`src/rtl/core/address_stack_with_remove_defines.svh`:
```
// Assertion macros shared by the address stack RTL.
`ifndef ADDRESS_STACK_WITH_REMOVE_DEFINES_SVH
`define ADDRESS_STACK_WITH_REMOVE_DEFINES_SVH

`ifndef SYNTHESIS
// Property that must hold at every clock edge outside reset.
`define ASR_ASSERT(lbl, prop) \
    lbl: assert property (@(posedge i_clk) disable iff (!i_rst_n) (prop)) \
        else $error("address stack assertion failed");
// Implication whose consequent is checked in the cycle after the antecedent.
`define ASR_ASSERT_NEXT(lbl, ante, cons) \
    lbl: assert property (@(posedge i_clk) disable iff (!i_rst_n) (ante) |=> (cons)) \
        else $error("address stack assertion failed");
`else
`define ASR_ASSERT(lbl, prop)
`define ASR_ASSERT_NEXT(lbl, ante, cons)
`endif

`endif

```
`src/rtl/core/asr_pkg.sv`:
```
// Package with the types, codes and constants of the address stack.
`default_nettype none

package asr_pkg;

    localparam int ASR_DEPTH     = 16;
    localparam int ASR_WORD_BITS = 32;

    localparam int FUNC_W   = 3;
    localparam int VALUE_W  = 32;
    localparam int COUNT_W  = 5;
    localparam int STATUS_W = 2;

    localparam logic [FUNC_W-1:0] FN_PUSH   = 3'd0;
    localparam logic [FUNC_W-1:0] FN_POP    = 3'd1;
    localparam logic [FUNC_W-1:0] FN_REMOVE = 3'd2;
    localparam logic [FUNC_W-1:0] FN_CLEAR  = 3'd3;

    typedef enum logic [STATUS_W-1:0] {
        STS_OK      = 2'd0,
        STS_FULL    = 2'd1,
        STS_EMPTY   = 2'd2,
        STS_NOMATCH = 2'd3
    } t_status;

    typedef struct packed {
        logic [FUNC_W-1:0]  func;
        logic [VALUE_W-1:0] value;
    } t_req;

    typedef struct packed {
        logic [VALUE_W-1:0]  top_value;
        logic                top_valid;
        logic [COUNT_W-1:0]  entry_count;
        logic [STATUS_W-1:0] status;
    } t_rsp;

    typedef enum logic [3:0] {
        S_IDLE,
        S_EXEC,
        S_SRCH_RD,
        S_SRCH_CMP,
        S_SHIFT_CHK,
        S_SHIFT_WR,
        S_TOP_RD,
        S_DONE
    } t_state;

    typedef enum logic [1:0] {
        RD_IDX,
        RD_NEXT,
        RD_TOP
    } t_rd_sel;

    typedef struct packed {
        logic    capture;
        logic    exec;
        logic    rd_en;
        t_rd_sel rd_sel;
        logic    idx_dec;
        logic    idx_inc;
        logic    mem_shift_wr;
        logic    set_nomatch;
        logic    count_dec;
        logic    load_out;
    } t_cmd;

    typedef struct packed {
        logic is_remove;
        logic empty;
        logic match;
        logic idx_zero;
        logic shift_more;
        logic rsp_free;
    } t_sts;

endpackage

`default_nettype wire

```
`src/rtl/core/asr_dp.sv`:
```
// Datapath of the address stack: entry memory, fill count, search index and response register.
`default_nettype none
`include "address_stack_with_remove_defines.svh"

module asr_dp
    import asr_pkg::*;
#(
    parameter int DEPTH     = ASR_DEPTH,
    parameter int WORD_BITS = ASR_WORD_BITS
) (
    input  wire logic i_clk,
    input  wire logic i_rst_n,
    input  wire t_req i_req,
    input  wire t_cmd i_cmd,
    output t_sts      o_sts,
    output logic      o_rsp_valid,
    input  wire logic i_rsp_ready,
    output t_rsp      o_rsp
);

    localparam int AW    = $clog2(DEPTH);
    localparam int CNT_W = $clog2(DEPTH + 1);

    logic [WORD_BITS-1:0] mem [DEPTH];
    logic [WORD_BITS-1:0] r_rd_data;
    logic [WORD_BITS-1:0] r_value;
    logic [FUNC_W-1:0]    r_func;
    logic [CNT_W-1:0]     r_count;
    logic [AW-1:0]        r_idx;
    t_status              r_status;
    t_rsp                 r_rsp;
    logic                 r_rsp_valid;

    logic                 full;
    logic                 empty;
    logic                 is_push;
    logic                 is_pop;
    logic                 is_remove;
    logic                 is_clear;
    t_status              exec_status;
    logic                 mem_we;
    logic [AW-1:0]        wr_addr;
    logic [WORD_BITS-1:0] wr_data;
    logic [AW-1:0]        rd_addr;
    t_rsp                 n_rsp;

    assign full      = (r_count == CNT_W'(DEPTH));
    assign empty     = (r_count == CNT_W'(0));
    assign is_push   = (r_func == FN_PUSH);
    assign is_pop    = (r_func == FN_POP);
    assign is_remove = (r_func == FN_REMOVE);
    assign is_clear  = (r_func == FN_CLEAR);

    always_comb begin
        priority if (is_push && full) begin
            exec_status = STS_FULL;
        end else if (is_pop && empty) begin
            exec_status = STS_EMPTY;
        end else if (is_remove && empty) begin
            exec_status = STS_NOMATCH;
        end else begin
            exec_status = STS_OK;
        end
    end

    // One write port: pushes write at the fill count, the gap close writes at the index.
    assign mem_we  = (i_cmd.exec && is_push && !full) || i_cmd.mem_shift_wr;
    assign wr_addr = i_cmd.mem_shift_wr ? r_idx : AW'(r_count);
    assign wr_data = i_cmd.mem_shift_wr ? r_rd_data : r_value;

    always_comb begin
        unique case (i_cmd.rd_sel)
            RD_IDX:  rd_addr = r_idx;
            RD_NEXT: rd_addr = r_idx + AW'(1);
            RD_TOP:  rd_addr = AW'(r_count - CNT_W'(1));
            default: rd_addr = r_idx;
        endcase
    end

    always_ff @(posedge i_clk) begin
        if (mem_we) begin
            mem[wr_addr] <= wr_data;
        end
        if (i_cmd.rd_en) begin
            r_rd_data <= mem[rd_addr];
        end
    end

    always_comb begin
        n_rsp.top_value   = empty ? '0 : VALUE_W'(r_rd_data);
        n_rsp.top_valid   = !empty;
        n_rsp.entry_count = COUNT_W'(r_count);
        n_rsp.status      = r_status;
    end

    always_ff @(posedge i_clk) begin
        if (!i_rst_n) begin
            r_count     <= '0;
            r_rsp_valid <= 1'b0;
        end else begin
            if (i_cmd.exec) begin
                priority if (is_push && !full) begin
                    r_count <= r_count + CNT_W'(1);
                end else if (is_pop && !empty) begin
                    r_count <= r_count - CNT_W'(1);
                end else if (is_clear) begin
                    r_count <= '0;
                end else begin
                    // Queries, refused requests and removes keep the count here.
                end
            end
            if (i_cmd.count_dec) begin
                r_count <= r_count - CNT_W'(1);
            end
            if (i_cmd.load_out) begin
                r_rsp_valid <= 1'b1;
            end else if (i_rsp_ready) begin
                r_rsp_valid <= 1'b0;
            end
        end
    end

    always_ff @(posedge i_clk) begin
        if (i_cmd.capture) begin
            r_func  <= i_req.func;
            r_value <= WORD_BITS'(i_req.value);
        end
        if (i_cmd.exec) begin
            r_status <= exec_status;
            r_idx    <= AW'(r_count - CNT_W'(1));
        end
        if (i_cmd.idx_dec) begin
            r_idx <= r_idx - AW'(1);
        end
        if (i_cmd.idx_inc) begin
            r_idx <= r_idx + AW'(1);
        end
        if (i_cmd.set_nomatch) begin
            r_status <= STS_NOMATCH;
        end
        if (i_cmd.load_out) begin
            r_rsp <= n_rsp;
        end
    end

    assign o_sts.is_remove  = is_remove;
    assign o_sts.empty      = empty;
    assign o_sts.match      = (r_rd_data == r_value);
    assign o_sts.idx_zero   = (r_idx == AW'(0));
    assign o_sts.shift_more = ((CNT_W'(r_idx) + CNT_W'(1)) < r_count);
    assign o_sts.rsp_free   = !r_rsp_valid || i_rsp_ready;

    assign o_rsp_valid = r_rsp_valid;
    assign o_rsp       = r_rsp;

    `ASR_ASSERT(a_count_max, r_count <= CNT_W'(DEPTH))
    `ASR_ASSERT(a_shift_in_range, !i_cmd.mem_shift_wr || ((CNT_W'(r_idx) + CNT_W'(1)) < r_count))
    `ASR_ASSERT_NEXT(a_push_full, i_cmd.exec && is_push && full, (r_status == STS_FULL) && $stable(r_count))

endmodule

`default_nettype wire

```
`src/rtl/core/asr_ctrl.sv`:
```
// Controller state machine of the address stack.
`default_nettype none
`include "address_stack_with_remove_defines.svh"

module asr_ctrl
    import asr_pkg::*;
(
    input  wire logic i_clk,
    input  wire logic i_rst_n,
    input  wire logic i_req_valid,
    output logic      o_req_ready,
    input  wire t_sts i_sts,
    output t_cmd      o_cmd
);

    t_state r_state;
    t_state n_state;

    always_ff @(posedge i_clk) begin
        if (!i_rst_n) begin
            r_state <= S_IDLE;
        end else begin
            r_state <= n_state;
        end
    end

    always_comb begin
        n_state     = r_state;
        o_cmd       = '0;
        o_req_ready = 1'b0;
        unique case (r_state)
            S_IDLE: begin
                o_req_ready = 1'b1;
                if (i_req_valid) begin
                    o_cmd.capture = 1'b1;
                    n_state       = S_EXEC;
                end
            end
            S_EXEC: begin
                o_cmd.exec = 1'b1;
                if (i_sts.is_remove && !i_sts.empty) begin
                    n_state = S_SRCH_RD;
                end else begin
                    n_state = S_TOP_RD;
                end
            end
            S_SRCH_RD: begin
                o_cmd.rd_en  = 1'b1;
                o_cmd.rd_sel = RD_IDX;
                n_state      = S_SRCH_CMP;
            end
            S_SRCH_CMP: begin
                priority if (i_sts.match) begin
                    n_state = S_SHIFT_CHK;
                end else if (i_sts.idx_zero) begin
                    o_cmd.set_nomatch = 1'b1;
                    n_state           = S_TOP_RD;
                end else begin
                    o_cmd.idx_dec = 1'b1;
                    n_state       = S_SRCH_RD;
                end
            end
            S_SHIFT_CHK: begin
                if (i_sts.shift_more) begin
                    o_cmd.rd_en  = 1'b1;
                    o_cmd.rd_sel = RD_NEXT;
                    n_state      = S_SHIFT_WR;
                end else begin
                    o_cmd.count_dec = 1'b1;
                    n_state         = S_TOP_RD;
                end
            end
            S_SHIFT_WR: begin
                o_cmd.mem_shift_wr = 1'b1;
                o_cmd.idx_inc      = 1'b1;
                n_state            = S_SHIFT_CHK;
            end
            S_TOP_RD: begin
                o_cmd.rd_en  = !i_sts.empty;
                o_cmd.rd_sel = RD_TOP;
                n_state      = S_DONE;
            end
            S_DONE: begin
                if (i_sts.rsp_free) begin
                    o_cmd.load_out = 1'b1;
                    n_state        = S_IDLE;
                end
            end
            default: begin
                n_state = S_IDLE;
            end
        endcase
    end

    `ASR_ASSERT_NEXT(a_accept_to_exec, i_req_valid && o_req_ready, r_state == S_EXEC)
    `ASR_ASSERT(a_cmp_after_read, (r_state != S_SRCH_CMP) || ($past(r_state) == S_SRCH_RD))
    `ASR_ASSERT_NEXT(a_done_to_idle, (r_state == S_DONE) && i_sts.rsp_free, r_state == S_IDLE)

endmodule

`default_nettype wire

```
`src/rtl/core/address_stack_with_remove.sv`:
```
// Top level of the bounded address stack with remove by value.
//
//  Channel | Direction | Handshake                 | Payload
//  --------+-----------+---------------------------+----------------------------------------
//  request | in        | i_req_valid / o_req_ready | i_req: func, value
//  result  | out       | o_rsp_valid / i_rsp_ready | o_rsp: top_value, top_valid,
//          |           |                           |        entry_count, status
//
// Push, pop, clear and query pass from acceptance to the result register in
// these steps: capture, execute, read of the top entry, and load of the result.
// Remove by value searches from the top down, reading an entry and then comparing
// it, then moves each entry above the match down by one (read, then write); the
// entry memory has a single read port, so each read takes a step of its own.
// Reset clears the fill count, the state machine and the result valid flag;
// the entry memory is not cleared, since only written entries are ever read.
// A new request is taken while an earlier result still waits in the result
// register; a stalled result holds the block in its last step until taken.
`default_nettype none

module address_stack_with_remove
    import asr_pkg::*;
#(
    parameter int DEPTH     = ASR_DEPTH,
    parameter int WORD_BITS = ASR_WORD_BITS
) (
    input  wire logic i_clk,
    input  wire logic i_rst_n,
    input  wire logic i_req_valid,
    output logic      o_req_ready,
    input  wire t_req i_req,
    output logic      o_rsp_valid,
    input  wire logic i_rsp_ready,
    output t_rsp      o_rsp
);

    // Commands run from the controller to the datapath; status comes back.
    t_cmd cmd;
    t_sts sts;

    // The controller sequences each request: a single execute step for push, pop,
    // clear and query, and a search loop followed by a gap-closing loop for remove.
    asr_ctrl u_ctrl (
        .i_clk       (i_clk),
        .i_rst_n     (i_rst_n),
        .i_req_valid (i_req_valid),
        .o_req_ready (o_req_ready),
        .i_sts       (sts),
        .o_cmd       (cmd)
    );

    // The datapath holds the entries, the fill count and the result register.
    asr_dp #(
        .DEPTH     (DEPTH),
        .WORD_BITS (WORD_BITS)
    ) u_dp (
        .i_clk       (i_clk),
        .i_rst_n     (i_rst_n),
        .i_req       (i_req),
        .i_cmd       (cmd),
        .o_sts       (sts),
        .o_rsp_valid (o_rsp_valid),
        .i_rsp_ready (i_rsp_ready),
        .o_rsp       (o_rsp)
    );

endmodule

`default_nettype wire

```
`config.mk`:
```
export PLATFORM = sky130hd
export DESIGN_NAME = address_stack_with_remove
export DESIGN_NICKNAME = d
export VERILOG_FILES = /design/src/rtl/core/asr_pkg.sv /design/src/rtl/core/asr_dp.sv /design/src/rtl/core/asr_ctrl.sv /design/src/rtl/core/address_stack_with_remove.sv
export VERILOG_INCLUDE_DIRS = /design/src /design/src/rtl/core
export SDC_FILE = /design/constraint.sdc
export NUM_CORES = 1
export LEC_CHECK = 0
export BUFFER_PORTS_ARGS = -buffer_cell sky130_fd_sc_hd__buf_2
export CAP_MARGIN = 5
export CORE_ASPECT_RATIO = 1.5
export CORE_UTILIZATION = 35
export CTS_CLUSTER_DIAMETER = 80
export CTS_CLUSTER_SIZE = 8
export DETAILED_ROUTE_END_ITERATION = 10
export GPL_ROUTABILITY_DRIVEN = 0
export GPL_TIMING_DRIVEN = 0
export PLACE_DENSITY = 0.61
export SLEW_MARGIN = 0
export SYNTH_ARGS = -nofsm -noshare
export SYNTH_HDL_FRONTEND = slang
export SYNTH_HIERARCHICAL = 1
export SYNTH_SLANG_ARGS = --single-unit
```
`constraint.sdc`:
```
create_clock -name i_clk -period 5.37 [get_ports i_clk]
set_input_delay 1.074 -clock i_clk [delete_from_list [all_inputs] [get_ports i_clk]]
set_output_delay 1.074 -clock i_clk [all_outputs]
set_load 0.05 [all_outputs]
```
## Yosys cells after proc, flatten, opt, wreduce, memory -nomap -nowiden

Memories as Yosys holds them, arrays and structs flattened. A register that Yosys moved wholly into a read port is not among the register bits.
Index checks and enable logic that the tools add are counted.

- Divide/modulo/power cells: 0
- $add $sub $neg: 5
- Eq/ne operators: 16
- Multiply operators: 0
- Mux-type cells: 42
- Bitwise operators: 0
- Reduce and logical (&&, ||, !) cells: 23
- Order comparisons: 1
- Shift operators: 0

Operators by type and width:

| operator | number |
|---|---|
| $eq 32x32->1 | 1 |
| $mux 32 | 1 |
| $pmux 4 s8 | 1 |
| $mux 5 | 5 |
| $mux 4 | 6 |
| $mux 1 | 18 |
| $eq 4x3->1 const B | 4 |
| $mux 3 | 4 |
| $mux 2 | 5 |
| $pmux 3 s3 | 1 |
| $eq 4x2->1 const B | 2 |
| $logic_and 1x1->1 | 8 |
| $logic_not 4->1 | 2 |
| $pmux 4 s2 | 1 |
| $eq 3x2->1 const B | 2 |
| $add 4x1->5 const B | 1 |
| $add 5x1->5 const B | 1 |
| $eq 5x5->1 const B | 1 |
| $logic_not 5->1 | 1 |
| $lt 5x5->1 | 1 |
| $sub 5x1->5 const B | 1 |
| $add 4x1->4 const B | 1 |
| $eq 4x1->1 const B | 1 |
| $ne 2x2->1 const B | 2 |
| other kinds (11) | 16 |

- Output and inout bits: 42
- Word-level logic and storage cells: 99
- Bits in writable memories: 512
- Memories: 1
- ROM bits: 0
- Latch bits: 0
- Register bits after elaboration: 91

Memory list:

| memory | depth | bits a word | read ports | clocked after Yosys merged registers in | write ports | line | text |
|---|---|---|---|---|---|---|---|
| u_dp.mem | 16 | 32 | 1 | 1 | 1 | asr_dp.sv:24 | `logic [WORD_BITS-1:0] mem [DEPTH];` |

## Logic depth before layout (Yosys ltp)

Gate-level depths: netlist (run 1).

- Word-level depth: 7
- Depth in mapped cells: 20

## By module

The synthesis (run 1) kept the hierarchy.

By module, submodules not included:

| module | cells an instance | sequential area each (um^2) | area an instance (um^2) | instances |
|---|---|---|---|---|
| asr_dp | 1757 | 18868.1 | 25142.9 | 1 |
| asr_ctrl | 41 | 60.1 | 302.8 | 1 |

## Worst setup path before layout (run 1)

No wires, ideal clock.

- Path type: reg-to-reg
- Start: register u_dp.r_idx[0]
- End: register u_dp.r_rd_data[0] (read register of u_dp.mem) (data pin)
- Required time: 5.098 ns
- Path buffers: 4
- Data arrival time: 4.326 ns
- Setup time: 0.272 ns
- Stages on the path, launching flop included: 20
- Path slack: 0.772 ns
- Path through: edfxtp_1 buf_2 inv_1 ha_1 ha_1 a21o_1 a21oi_1 maj3_1 inv_1 a21oi_1 nor4b_1 inv_1 ha_1 buf_4 o31a_1 buf_2 clkbuf_1 a21oi_1 a221oi_1 or4_1

RTL lines:

| what | line | text |
|---|---|---|
| start, declared | asr_dp.sv:29 | `logic [AW-1:0] r_idx;` |
| start signal, assigned | asr_dp.sv:130 | `r_idx <= AW'(r_count - CNT_W'(1));` |
| start signal, assigned | asr_dp.sv:133 | `r_idx <= r_idx - AW'(1);` |
| start signal, assigned | asr_dp.sv:136 | `r_idx <= r_idx + AW'(1);` |
| end, declared | asr_dp.sv:25 | `logic [WORD_BITS-1:0] r_rd_data;` |

==> summary.md, run 1 <==
| Metric | Value |
|---|---|
| Status | `finished clean` |
| Max-slew violation count | `0` |
| Clk root buf | `clkbuf_16` |
| Psw | `between 4 and 5 mW` |
| CTS buffer count | `89` |
| Clock latency on the worst-skew pair | `0.63 ns` |
| P_leak | `around 10 nW` |
| Syn Nets | `around 1800` |
| Synth warn | `6` |
| Detailed-route wire length per cell | `25.7 um` |
| Filler cells | `between 6000 and 7000` |
| Wire length on met1 | `about 28000 um` |
| Critical-path maximum fanout | `10` |
| PwrDens | `467 nW/um^2` |
| Critical Path RT | `about 5.7 ns` |
| Final TNS setup | `0 ns` |
| Worst vdd ir | `between 0.2 and 0.25 mV` |
| Port Buffers | `80` |
| Register area share after synthesis | `between 70 and 80%` |
| Detail Route Antenna Nets | `0` |
| Vias in the first global route | `~16000` |
| Number of synthesized flops with an enable pin | `a little over 600` |
| Top Metal Used | `met5` |
| Top_reg_cell synth | `edfxtp_1` |
| Top-count cell post-synth | `edfxtp_1` |
| Clock power frac | `a little over a third` |
| DIE HEIGHT | `332 um` |
| Syn Area/Cell | `between 10 and 15 um^2` |
| Yosys reg bits | `roughly 630` |
| Top cells by count, synth | `623 x edfxtp_1, 342 x nand2_1, 203 x a21oi_1` |
| Max_cap viols | `0` |
| Post-route DRC | `0` |
| Power Internal | `just under 10 mW` |
| Power Total | `roughly 14 mW` |
| Area contributors post-synth | `edfxtp_1 74%, nand2_1 5.0%, a21oi_1 4.0%` |
| I/O pin total | `just over 80` |
| Crit path max-delay cell type | `or4_1` |
| Slowest Stage Delay on Critical Path | `approximately 0.58 ns` |
| Row count | `between 100 and 150` |
| Post-Syn Area | `roughly 25000 um^2` |
| Seq pwr share | `42.8%` |
| Slew HR | `between 20 and 30%` |
| Maximum clock frequency | `a little under 0.2 GHz` |
| Synth area leader | `edfxtp_1` |
| Worst path arrival time | `5.52 ns` |
| Final nets | `around 2000` |
| Worst-path clk slew | `~0.050 ns` |
| Total wire length | `75500 um` |
| WHS | `roughly 0.42 ns` |
| CP bufs+invs | `7` |
| Critical path launch point type | `flop` |
| TritonCTS clock tree | `done` |
| Clk_skew | `0.0231 ns` |
| HPWL Detailed | `~50000 um` |
| Final Hold Viols | `0` |
| Worst slew pin tran | `roughly 1.1 ns` |
| Placed cells | `between 2000 and 3000` |
| Comb pwr share | `a little over a fifth` |
| GRT Total Usage | `a little over 20%` |
| Async SR Flop Fraction | `0%` |
| Pre-antenna DRT Iters | `8` |
| Layout Cells excl Fill | `approximately 3000` |
| P&R area growth vs syn | `18.3%` |
| Routed wl met2 | `roughly 38000 um` |
| Class of the most critical setup path | `flop to flop` |
| Layout cells sized above 1 | `between 15 and 20%` |
| Cells after Synth | `1798` |
| Clk buf depth | `3` |
| Core footprint | `71600 um^2` |
| Post-synth cell types | `66` |
| Number of DRC markers in iteration 0 | `between 1500 and 2000` |
| Final Cycle Share | `96.7%` |
| Worst Hold Class | `flop to flop` |
| Post-layout util | `approximately 42%` |
| Worst setup EP type | `flop` |
| Initial antenna violation count | `1` |
| Met3 wire len | `around 6000 um` |
| Die Wd | `roughly 220 um` |
| Vias | `about 17000` |
| CP Cell Sequence | `clkbuf_4 > inv_1 > ha_1 > ha_1 > a21o_1 > a21oi_1 > maj3_1 > inv_1 > a21oi_4 > nor4b_4 > inv_1 > ha_1 > buf_4 > o31a_1 > buf_2 > buf_2 > a21oi_1 > a221oi_1 > or4_1` |
| Initial Util | `between 30 and 40%` |
| GR Overflow Total | `0` |
| Die ar. | `~74000 um^2` |
| CTS sink cnt | `634` |
| Hold buffers post-CTS | `0` |
| Largest net degree at the start of global routing | `26` |
| # setup viols final | `0` |
| Global-route wire length before repair | `109000 um` |
| Diode count | `0` |
| Top-area cell type share of the netlist area | `approximately three quarters` |
| Critical path's top delay family | `compound AO/OA/AOI/OAI gates` |
| Min Tclk post-route | `5.19 ns` |
| Vias per inst | `roughly 5.7` |
| Sw frac | `between 30% and 40%` |
| H-tree depth | `3` |
cell type report:
cell class / count / area [um^2] / area share (%)
buffer: 121 / 607 / 2.02
clock buffer: 116 / 2370 / 7.87
clock inverter: 4 / 33.8 / 0.112
inverter: 17 / 63.8 / 0.212
multi-input combinational: 1026 / 6110 / 20.3
sequential: 634 / 18900 / 62.9
tap: 915 / 1140 / 3.80
timing repair buffer: 103 / 846 / 2.81
layer usage:
| layer | vias to the layer above | global-route usage, % |
|---|---|---|
| met5 | - | 0 |
| met4 | 2 | 11.5 |
| met3 | 197 | 3.29 |
| met2 | 876 | 34.7 |
| met1 | 8333 | 24.2 |
| li1 | 7192 | - |
sequential cells by signal (all words and copies together) (netlist names):
name,cells
u_dp/o_rsp_valid,1
u_dp/r_idx,4
u_dp/mem,512
u_ctrl/r_state,3
u_dp/r_rd_data,32
u_dp/r_count,5
u_dp/r_status,2
u_dp/r_value,32
u_dp/r_func,3
u_dp/o_rsp,40
logic make-up (layout without fill, tap and decap cells):
| group | count (synthesis) | in the layout | share of synthesized area [%] |
|---|---|---|---|
| xor gates and xnor gates | 41 | 41 | 1.44 |
| DFF | 634 | 634 | 74.4 |
| AOI/OAI and AO/OA | 347 | 347 | 8.76 |
| and+or+nand+nor | 589 | 589 | 10.9 |
| muxes | 37 | 37 | 1.62 |
| buffers and inverters | 138 | 361 | 2.29 |
| adders and majority gates | 12 | 12 | 0.580 |
power groups by stage:
stage | sequential, mW | combinational, mW | clock (mW)
floorplan | 6.05 | 1.69 | 0
global placement | 6.11 | 2.83 | 0
detailed placement | 6.10 | 2.94 | 0
CTS | 6.01 | 2.99 | 5.04
global route | 6.02 | 3.25 | 5.24
finish | 6.01 | 3.06 | 4.97
cell usage in the layout (no fill, tap or decap), drive strengths merged, types with 32 or more instances in the layout:
cell / netlist / layout
a21oi: 203 / 203
a221oi: 96 / 96
and2: 33 / 33
and3: 34 / 34
buf: 46 / 153
clkbuf: 75 / 187
edfxtp: 623 / 623
mux2: 33 / 33
nand2: 342 / 342
nand3: 68 / 68
or4: 32 / 32
xor2: 36 / 36
worst paths after layout:
path	end	slack, ns	from	cells past startpoint
max reg2reg	u_dp/r_rd_data[18]$_DFFE_PP_	0.18	u_dp/r_idx[0]$_DFFE_PP_	19
min	u_dp/o_rsp[6]$_DFFE_PP_	0.42	u_dp/r_count[4]$_SDFFE_PN0P_	0
max	u_dp/r_rd_data[18]$_DFFE_PP_	0.18	u_dp/r_idx[0]$_DFFE_PP_	19
min reg2reg	u_dp/o_rsp[6]$_DFFE_PP_	0.42	u_dp/r_count[4]$_SDFFE_PN0P_	0
repair_timing:
action                                  4_1_cts  5_1_grt
resized for setup                            30       84
setup buffers                                 3        1
endpoints found under the setup margin       32       32
pin swaps                                     1        0
stage by stage:
stage / setup slack [ns] / instance area [um^2]
finish: 0.179 / 30100
global route: -0.0266 / 30100
CTS: 0.0132 / 30000
detailed placement: -0.843 / 27500
global placement: -0.747 / 27000
floorplan: 0.772 / 25400
Note: power is estimated with default switching activity, not from simulation.
==> run 2, diff against run 1 <==
ABC_AREA = 1   (was unset)
SYNTH_HIERARCHICAL = unset   (was 1)
==> run 2 against run 1 <==
Compared with the run above: sequential cell count unchanged; combinational power grew to 2.7 times the previous value; count of clock-buffer cells in the layout fell by 10; setup slack improved by 0.25 ns.
==> summary.md, run 2 <==
| Metric | Value |
|---|---|
| P&R area growth vs syn | `18.2%` |
| Routed wl met2 | `40100 um` |
| Met3 wire len | `about 5200 um` |
| Yosys reg bits | `634` |
| Hold buffers post-CTS | `0` |
| Clock latency on the worst-skew pair | `0.64 ns` |
| Worst slew pin tran | `1.11 ns` |
| Hold Startpoint | `u_dp.r_status[1]$_SDFFE_PP1P_` |
| Max FFs per register | `a little over 500` |
| Detailed-route wire length per cell | `roughly 24 um` |
| Worst path arrival time | `~5.4 ns` |
| Placed cells | `3152` |
| Worst-path clk slew | `0.06 ns` |
| Critical Path RT | `approximately 5.8 ns` |
| Final Cycle Share | `a little over 90%` |
| Top_reg_cell synth | `edfxtp_1` |
| Total wire length | `79400 um` |
| Hold EP | `u_dp.o_rsp[1]$_DFFE_PP_` |
| TritonCTS clock tree | `done` |
| Detail Route Antenna Nets | `0` |
| Class of the most critical setup path | `flop to flop` |
| Vias in the first global route | `~17000` |
| Placed cell area | `around 29000 um^2` |
| Top-area cell type share of the netlist area | `about 71%` |
| Synth warn | `0` |
| Top Metal Used | `met4` |
| Area contributors post-synth | `edfxtp_1 71%, o211ai_1 7.3%, nand2_1 4.8%` |
| Status | `finished clean` |
| Synth area leader | `edfxtp_1` |
| Number of synthesized flops with an enable pin | `623` |
| DIE HEIGHT | `337 um` |
| WHS | `approximately 0.43 ns` |
| Max_cap viols | `0` |
| Register area share after synthesis | `approximately 70%` |
| Core footprint | `around 74000 um^2` |
| RSZ-0062 raised after global routing | `no` |
| Reg2reg path depth | `17` |
| CTS sink cnt | `634` |
| Vias per inst | `5.33` |
| Clk root buf | `clkbuf_16` |
| Worst Hold Class | `flop to flop` |
| GRT Total Usage | `20.9%` |
| Post-route DRC | `0` |
| Post-Syn Area | `approximately 26000 um^2` |
| Area of the multi-input gates | `a little over 6000 um^2` |
| Port Buffers | `80` |
| Commonest non-fill, non-tap cell in the layout | `edfxtp_1` |
| Number of DRC markers in iteration 0 | `1904` |
| Cells after Synth | `2051` |
| Global-route wire length before repair | `around 110000 um` |
| Sequential cell area | `approximately 19000 um^2` |
| Max-slew violation count | `0` |
| Final TNS setup | `0 ns` |
| Filler cells | `6676` |
| Die ar. | `~76000 um^2` |
| Clk_skew | `~0.040 ns` |
| Worst reg2reg endpoint | `u_dp.r_rd_data[30]$_DFFE_PP_` |
| Row count | `122` |
| Die Wd | `between 200 and 250 um` |
| Final nets | `roughly 2300` |
| Layout Cells excl Fill | `3265` |
| Largest net degree at the start of global routing | `26` |
| Pre-antenna DRT Iters | `6` |
| Reg2reg start | `u_dp.r_idx[0]$_DFFE_PP_` |
| Vias | `between 15000 and 20000` |
| Async SR Flop Fraction | `0%` |
| Clk buf depth | `3` |
| CTS resizes | `0` |
| Worst vdd ir | `between 0.3 and 0.4 mV` |
| Largest Register | `u_dp.mem` |
| I/O pin total | `between 80 and 90` |
| Initial Util | `a little over a third` |
| Top cells by count, synth | `623 x edfxtp_1, 334 x nand2_1, 257 x o211ai_1` |
| Syn Area/Cell | `roughly 13 um^2` |
| Worst R2R Setup Slack | `0.43 ns` |
| Top-count cell post-synth | `edfxtp_1` |
| Layout cells sized above 1 | `16.5%` |
| H-tree depth | `3` |
| Postcts setup bufs | `0` |
| Slew HR | `around a quarter` |
| Maximum clock frequency | `roughly 0.20 GHz` |
| Final instance area | `31000 um^2` |
| GR Overflow Total | `0` |
| Min Tclk post-route | `4.94 ns` |
| Post-synth cell types | `38` |
| Initial antenna violation count | `1` |
| Final Hold Viols | `0` |
| Syn Nets | `2101` |
| Worst hold path depth | `0` |
| Critical-path maximum fanout | `10` |
| P_leak | `around 11 nW` |
| Worst setup EP type | `flop` |
| Commonest non-fill, non-tap cells in the layout | `623 x edfxtp_1, 334 x nand2_1, 257 x o211ai_1` |
| Power Total | `20.1 mW` |
| CTS buffer count | `89` |
| Critical path launch point type | `flop` |
| HPWL Detailed | `approximately 54000 um` |
| # setup viols final | `0` |
| PwrDens | `~650 nW/um^2` |
| Wire length on met1 | `about 29000 um` |
run 2: cell types whose count changed after synthesis, moves of 35 or more:
cell / before / now
nor2_1: 28 / 181
a221oi_1: 96 / 0
o211ai_1: 1 / 257
o21ai_0: 11 / 149
inv_1: 17 / 153
or2_2: 0 / 66
a21oi_1: 203 / 13
clkbuf_1: 75 / 40
run 2: per-stage QoR:
step                worst slack [ns]  utilization (%)
global placement              -0.477             37.7
detailed placement             0.647             38.6
global route                   0.306             41.9
floorplan                       1.77                -
finish                         0.431             41.9
CTS                            0.570             41.9
run 2: how the worst max path moves through the flow:
stage	startpoint	cells after the start	endpoint	slack [ns]
CTS	u_dp.r_idx[0]$_DFFE_PP_	17	u_dp.r_rd_data[4]$_DFFE_PP_	0.57
floorplan	u_dp.r_idx[0]$_DFFE_PP_	7	u_dp.r_rd_data[0]$_DFFE_PP_	1.77
finish	u_dp.r_idx[0]$_DFFE_PP_	17	u_dp.r_rd_data[30]$_DFFE_PP_	0.43
global placement	u_dp.r_idx[0]$_DFFE_PP_	7	u_dp.r_rd_data[11]$_DFFE_PP_	-0.48
global route	u_dp.r_idx[0]$_DFFE_PP_	17	u_dp.r_rd_data[30]$_DFFE_PP_	0.31
detailed placement	u_dp.r_idx[0]$_DFFE_PP_	17	u_dp.r_rd_data[30]$_DFFE_PP_	0.65
run 2: cell families after synthesis:
| logic type | Yosys count | share of synthesized area, % |
|---|---|---|
| adders and majority gates | 11 | 0.524 |
| buffers and inverters | 274 | 4.78 |
| and+or+nand+nor | 645 | 10.2 |
| AOI/OAI and AO/OA | 455 | 11.3 |
| DFF | 634 | 72.1 |
| xor gates and xnor gates | 32 | 1.07 |
run 2: where the power goes:
group          total [mW]  internal, mW  switching (mW)
clock                5.02          3.01            2.01
combinational        8.33          2.32            6.01
sequential           6.71          6.44           0.271
total                20.1          11.8            8.29
run 2: cell type report:
| class | instances | area share [%] |
|---|---|---|
| antenna | 1 | 0.00807 |
| tap | 992 | 4.00 |
| clock inverter | 6 | 0.262 |
| sequential | 634 | 61.0 |
| clock buffer | 106 | 7.52 |
| inverter | 161 | 1.97 |
| timing repair buffer | 109 | 3.13 |
| multi-input combinational | 1143 | 20.0 |
| buffer | 113 | 2.07 |
run 2: routing by layer:
| layer | global-route usage [%] | up-vias |
|---|---|---|
| met1 | 23.4 | 8550 |
| met3 | 3.11 | 254 |
| met2 | 36.7 | 839 |
| met5 | 0 | - |
| met4 | 14.0 | 0 |
| li1 | - | 7750 |
run 2: critical path: stages, from the launching register on:
cell	delay (ns)
edfxtp_1	0.54
ha_1	0.29
xor2_1	0.28
ha_1	0.31
a21o_1	0.18
nand3_1	0.06
nand3_1	0.22
nor3_1	0.28
ha_1	0.31
inv_4	0.13
nor2_1	0.07
a31oi_2	0.39
buf_4	0.26
clkbuf_1	0.70
o21ai_1	0.14
o211ai_1	0.25
o211ai_1	0.14
nand2_1	0.17
==> run 3, diff against run 2 <==
CORE_UTILIZATION = 40   (was 35)
PLACE_DENSITY = 0.66   (was 0.61)
==> run 3 against run 2 <==
Compared with the run above: utilization increased by 5.7 points; sequential cell count unchanged; critical endpoint unchanged; sequential power about the same; die area decreased by 12%; count of clock-buffer cells in the layout decreased by 3; non-clock buffer count decreased by 3; largest power group unchanged; global-route usage increased by 2.9 points; combinational power decreased by 0.7%; via count increased by 2.1%; clock skew decreased by 0.011 ns; routed wire length decreased by 1.2%; sequential share of layout area increased by 0.54 points; largest cell class unchanged; highest routed layer unchanged.
==> summary.md, run 3 (same netlist as run 2, synthesis figures left out) <==
| Metric | Value |
|---|---|
| Status | `finished clean` |
| Worst-path clk slew | `approximately 0.05 ns` |
| Largest net degree at the start of global routing | `24` |
| Place WS | `roughly 0.67 ns` |
| Vias per inst | `about 5.7` |
| Max_cap viols | `0` |
| Initial Util | `between 40 and 50%` |
| Die Wd | `roughly 210 um` |
| Final instance area | `between 30000 and 40000 um^2` |
| TritonCTS clock tree | `done` |
| H-tree depth | `3` |
| Final Hold Viols | `0` |
| Critical Path RT | `roughly 5.8 ns` |
| CP Cell Sequence | `ha_1 > xor2_1 > ha_1 > a21o_1 > nand3_1 > nand3_1 > nor3_1 > ha_1 > inv_4 > nor2_1 > a31oi_2 > buf_4 > clkbuf_1 > o21ai_1 > o211ai_1 > o211ai_1 > nand2_1` |
| Final TNS setup | `0 ns` |
| Hold Startpoint | `u_dp.r_status[1]$_SDFFE_PP1P_` |
| CTS resizes | `0` |
| Vias in the first global route | `about 18000` |
| Worst slew pin tran | `approximately 1.1 ns` |
| Reg2reg start | `u_dp.r_idx[0]$_DFFE_PP_` |
| CP bufs+invs | `3` |
| Postcts setup bufs | `0` |
| CTS sink cnt | `634` |
| Clock latency on the worst-skew pair | `around 0.63 ns` |
| Detailed-route wire length per cell | `25.0 um` |
| Filler cells | `approximately 5500` |
| Met3 wire len | `6510 um` |
| Worst setup margin | `between 0.4 and 0.5 ns` |
| Reg2reg path depth | `17` |
| Slowest Stage Delay on Critical Path | `approximately 0.67 ns` |
| Die ar. | `around 67000 um^2` |
| Final nets | `between 2000 and 2500` |
| Initial antenna violation count | `1` |
| I/O pin total | `around 80` |
| Worst R2R Setup Slack | `between 0.4 and 0.5 ns` |
| Placed cell area | `around 28000 um^2` |
| Slew HR | `roughly 27%` |
| Number of DRC markers in iteration 0 | `~2100` |
| Post-route DRC | `0` |
| RSZ-0062 raised after global routing | `no` |
| Critical-path maximum fanout | `10` |
| Worst Hold Class | `flop to flop` |
| Layout cells sized above 1 | `~16%` |
| Critical path's top delay family | `compound AO/OA/AOI/OAI gates` |
| P_leak | `around 11 nW` |
| Worst hold path depth | `0` |
| Core footprint | `64600 um^2` |
| Most frequent CP cell | `ha_1` |
| Global-route wire length before repair | `114000 um` |
| P&R area growth vs syn | `17.2%` |
| Hold EP | `u_dp.o_rsp[1]$_DFFE_PP_` |
| Worst setup EP type | `flop` |
| Worst path arrival time | `between 5 and 6 ns` |
| Top Metal Used | `met4` |
| HPWL Detailed | `a little over 50000 um` |
| Port Buffers | `80` |
| CP Depth | `17` |
| Maximum clock frequency | `slightly above 0.2 GHz` |
| Clk root buf | `clkbuf_16` |
| Final Cycle Share | `between 90% and 100%` |
| Worst vdd ir | `~0.32 mV` |
| WHS | `roughly 0.43 ns` |
| Largest Register | `u_dp.mem` |
| Total wire length | `between 70000 and 80000 um` |
| Critical path launch point type | `flop` |
| Class of the most critical setup path | `flop to flop` |
| CTS buffer count | `between 80 and 90` |
| Detail Route Antenna Nets | `0` |
| Max-slew violation count | `0` |
| Max FFs per register | `about 510` |
| Commonest non-fill, non-tap cells in the layout | `623 x edfxtp_1, 334 x nand2_1, 257 x o211ai_1` |
| GR Overflow Total | `0` |
| Routed wl met2 | `just under 40000 um` |
| Pre-antenna DRT Iters | `6` |
| Vias | `between 15000 and 20000` |
| Hold buffers post-CTS | `0` |
| Clk_skew | `0.0291 ns` |
| GRT Total Usage | `a little under a quarter` |
| DIE HEIGHT | `about 320 um` |
| # setup viols final | `0` |
| Clk buf depth | `3` |
| PwrDens | `~650 nW/um^2` |
| Crit path max-delay cell type | `clkbuf_1` |
| Min Tclk post-route | `just under 5 ns` |
| Worst reg2reg endpoint | `u_dp.r_rd_data[30]$_DFFE_PP_` |
| Row count | `between 100 and 150` |
| Commonest non-fill, non-tap cell in the layout | `edfxtp_1` |
| Wire length on met1 | `between 20000 and 30000 um` |
run 3: changes by cell type in the layout (fill, tap and decap cells not counted):
cell / delta
clkbuf_1: -6
buf_4: +1
buf_12: +8
clkinv_16: -1
inv_6: -3
buf_2: -2
clkbuf_16: +3
o21ai_1: +2
o21ai_0: -2
buf_16: -10
run 3: worst max path at each step:
stage	from	end	slack, ns
2_1_floorplan	u_dp.r_idx[0]$_DFFE_PP_	u_dp.r_rd_data[0]$_DFFE_PP_	1.77
4_1_cts	u_dp.r_idx[0]$_DFFE_PP_	u_dp.r_rd_data[30]$_DFFE_PP_	0.61
5_1_grt	u_dp.r_idx[0]$_DFFE_PP_	u_dp.r_rd_data[30]$_DFFE_PP_	0.17
3_5_place_dp	u_dp.r_idx[0]$_DFFE_PP_	u_dp.r_rd_data[7]$_DFFE_PP_	0.67
6_report	u_dp.r_idx[0]$_DFFE_PP_	u_dp.r_rd_data[30]$_DFFE_PP_	0.50
3_3_place_gp	u_dp.r_idx[0]$_DFFE_PP_	u_dp.r_rd_data[13]$_DFFE_PP_	-0.40
run 3: cell type report:
class	instances	area (um^2)	share of cell area, %
Clock inverter	2	25.0	0.0814
Antenna cell	1	2.50	0.00814
Clock buffer	103	2390	7.76
Buffer	113	643	2.09
Tap cell	870	1090	3.54
Sequential cell	634	18900	61.5
Inverter	161	611	1.99
Multi-Input combinational cell	1143	6210	20.2
Timing Repair Buffer	106	855	2.78
run 3: where the power goes:
group	switching [mW]	internal [mW]	leakage (nW)	total [mW]
sequential	0.265	6.44	5.72	6.70
clock	1.97	3.06	1.18	5.03
combinational	5.99	2.28	3.88	8.27
total	8.23	11.8	10.8	20.0
run 3: metal layers:
| layer | vias up | GRT usage, % |
|---|---|---|
| li1 | 7748 | - |
| met3 | 306 | 4.61 |
| met4 | 0 | 15.8 |
| met2 | 1057 | 40.5 |
| met5 | - | 0 |
| met1 | 8642 | 27.2 |
run 3: through the flow:
step           total power, mW  cells  util (%)
5_1_grt                   20.8   3132      47.6
3_5_place_dp              14.9   3027      43.9
4_1_cts                   19.9   3132      47.6
6_report                  20.0   3133      47.6
2_1_floorplan             11.6   2051         -
3_3_place_gp              14.6   3001      42.9
run 3: worst register-to-register path, cell delays in order (launching register included):
cell      delay (ns)
edfxtp_1        0.53
ha_1            0.30
xor2_1          0.24
ha_1            0.30
a21o_1          0.18
nand3_1         0.06
nand3_1         0.20
nor3_1          0.27
ha_1            0.31
inv_4           0.14
nor2_1          0.08
a31oi_2         0.36
buf_4           0.27
clkbuf_1        0.68
o21ai_1         0.16
o211ai_1        0.28
o211ai_1        0.16
nand2_1         0.18
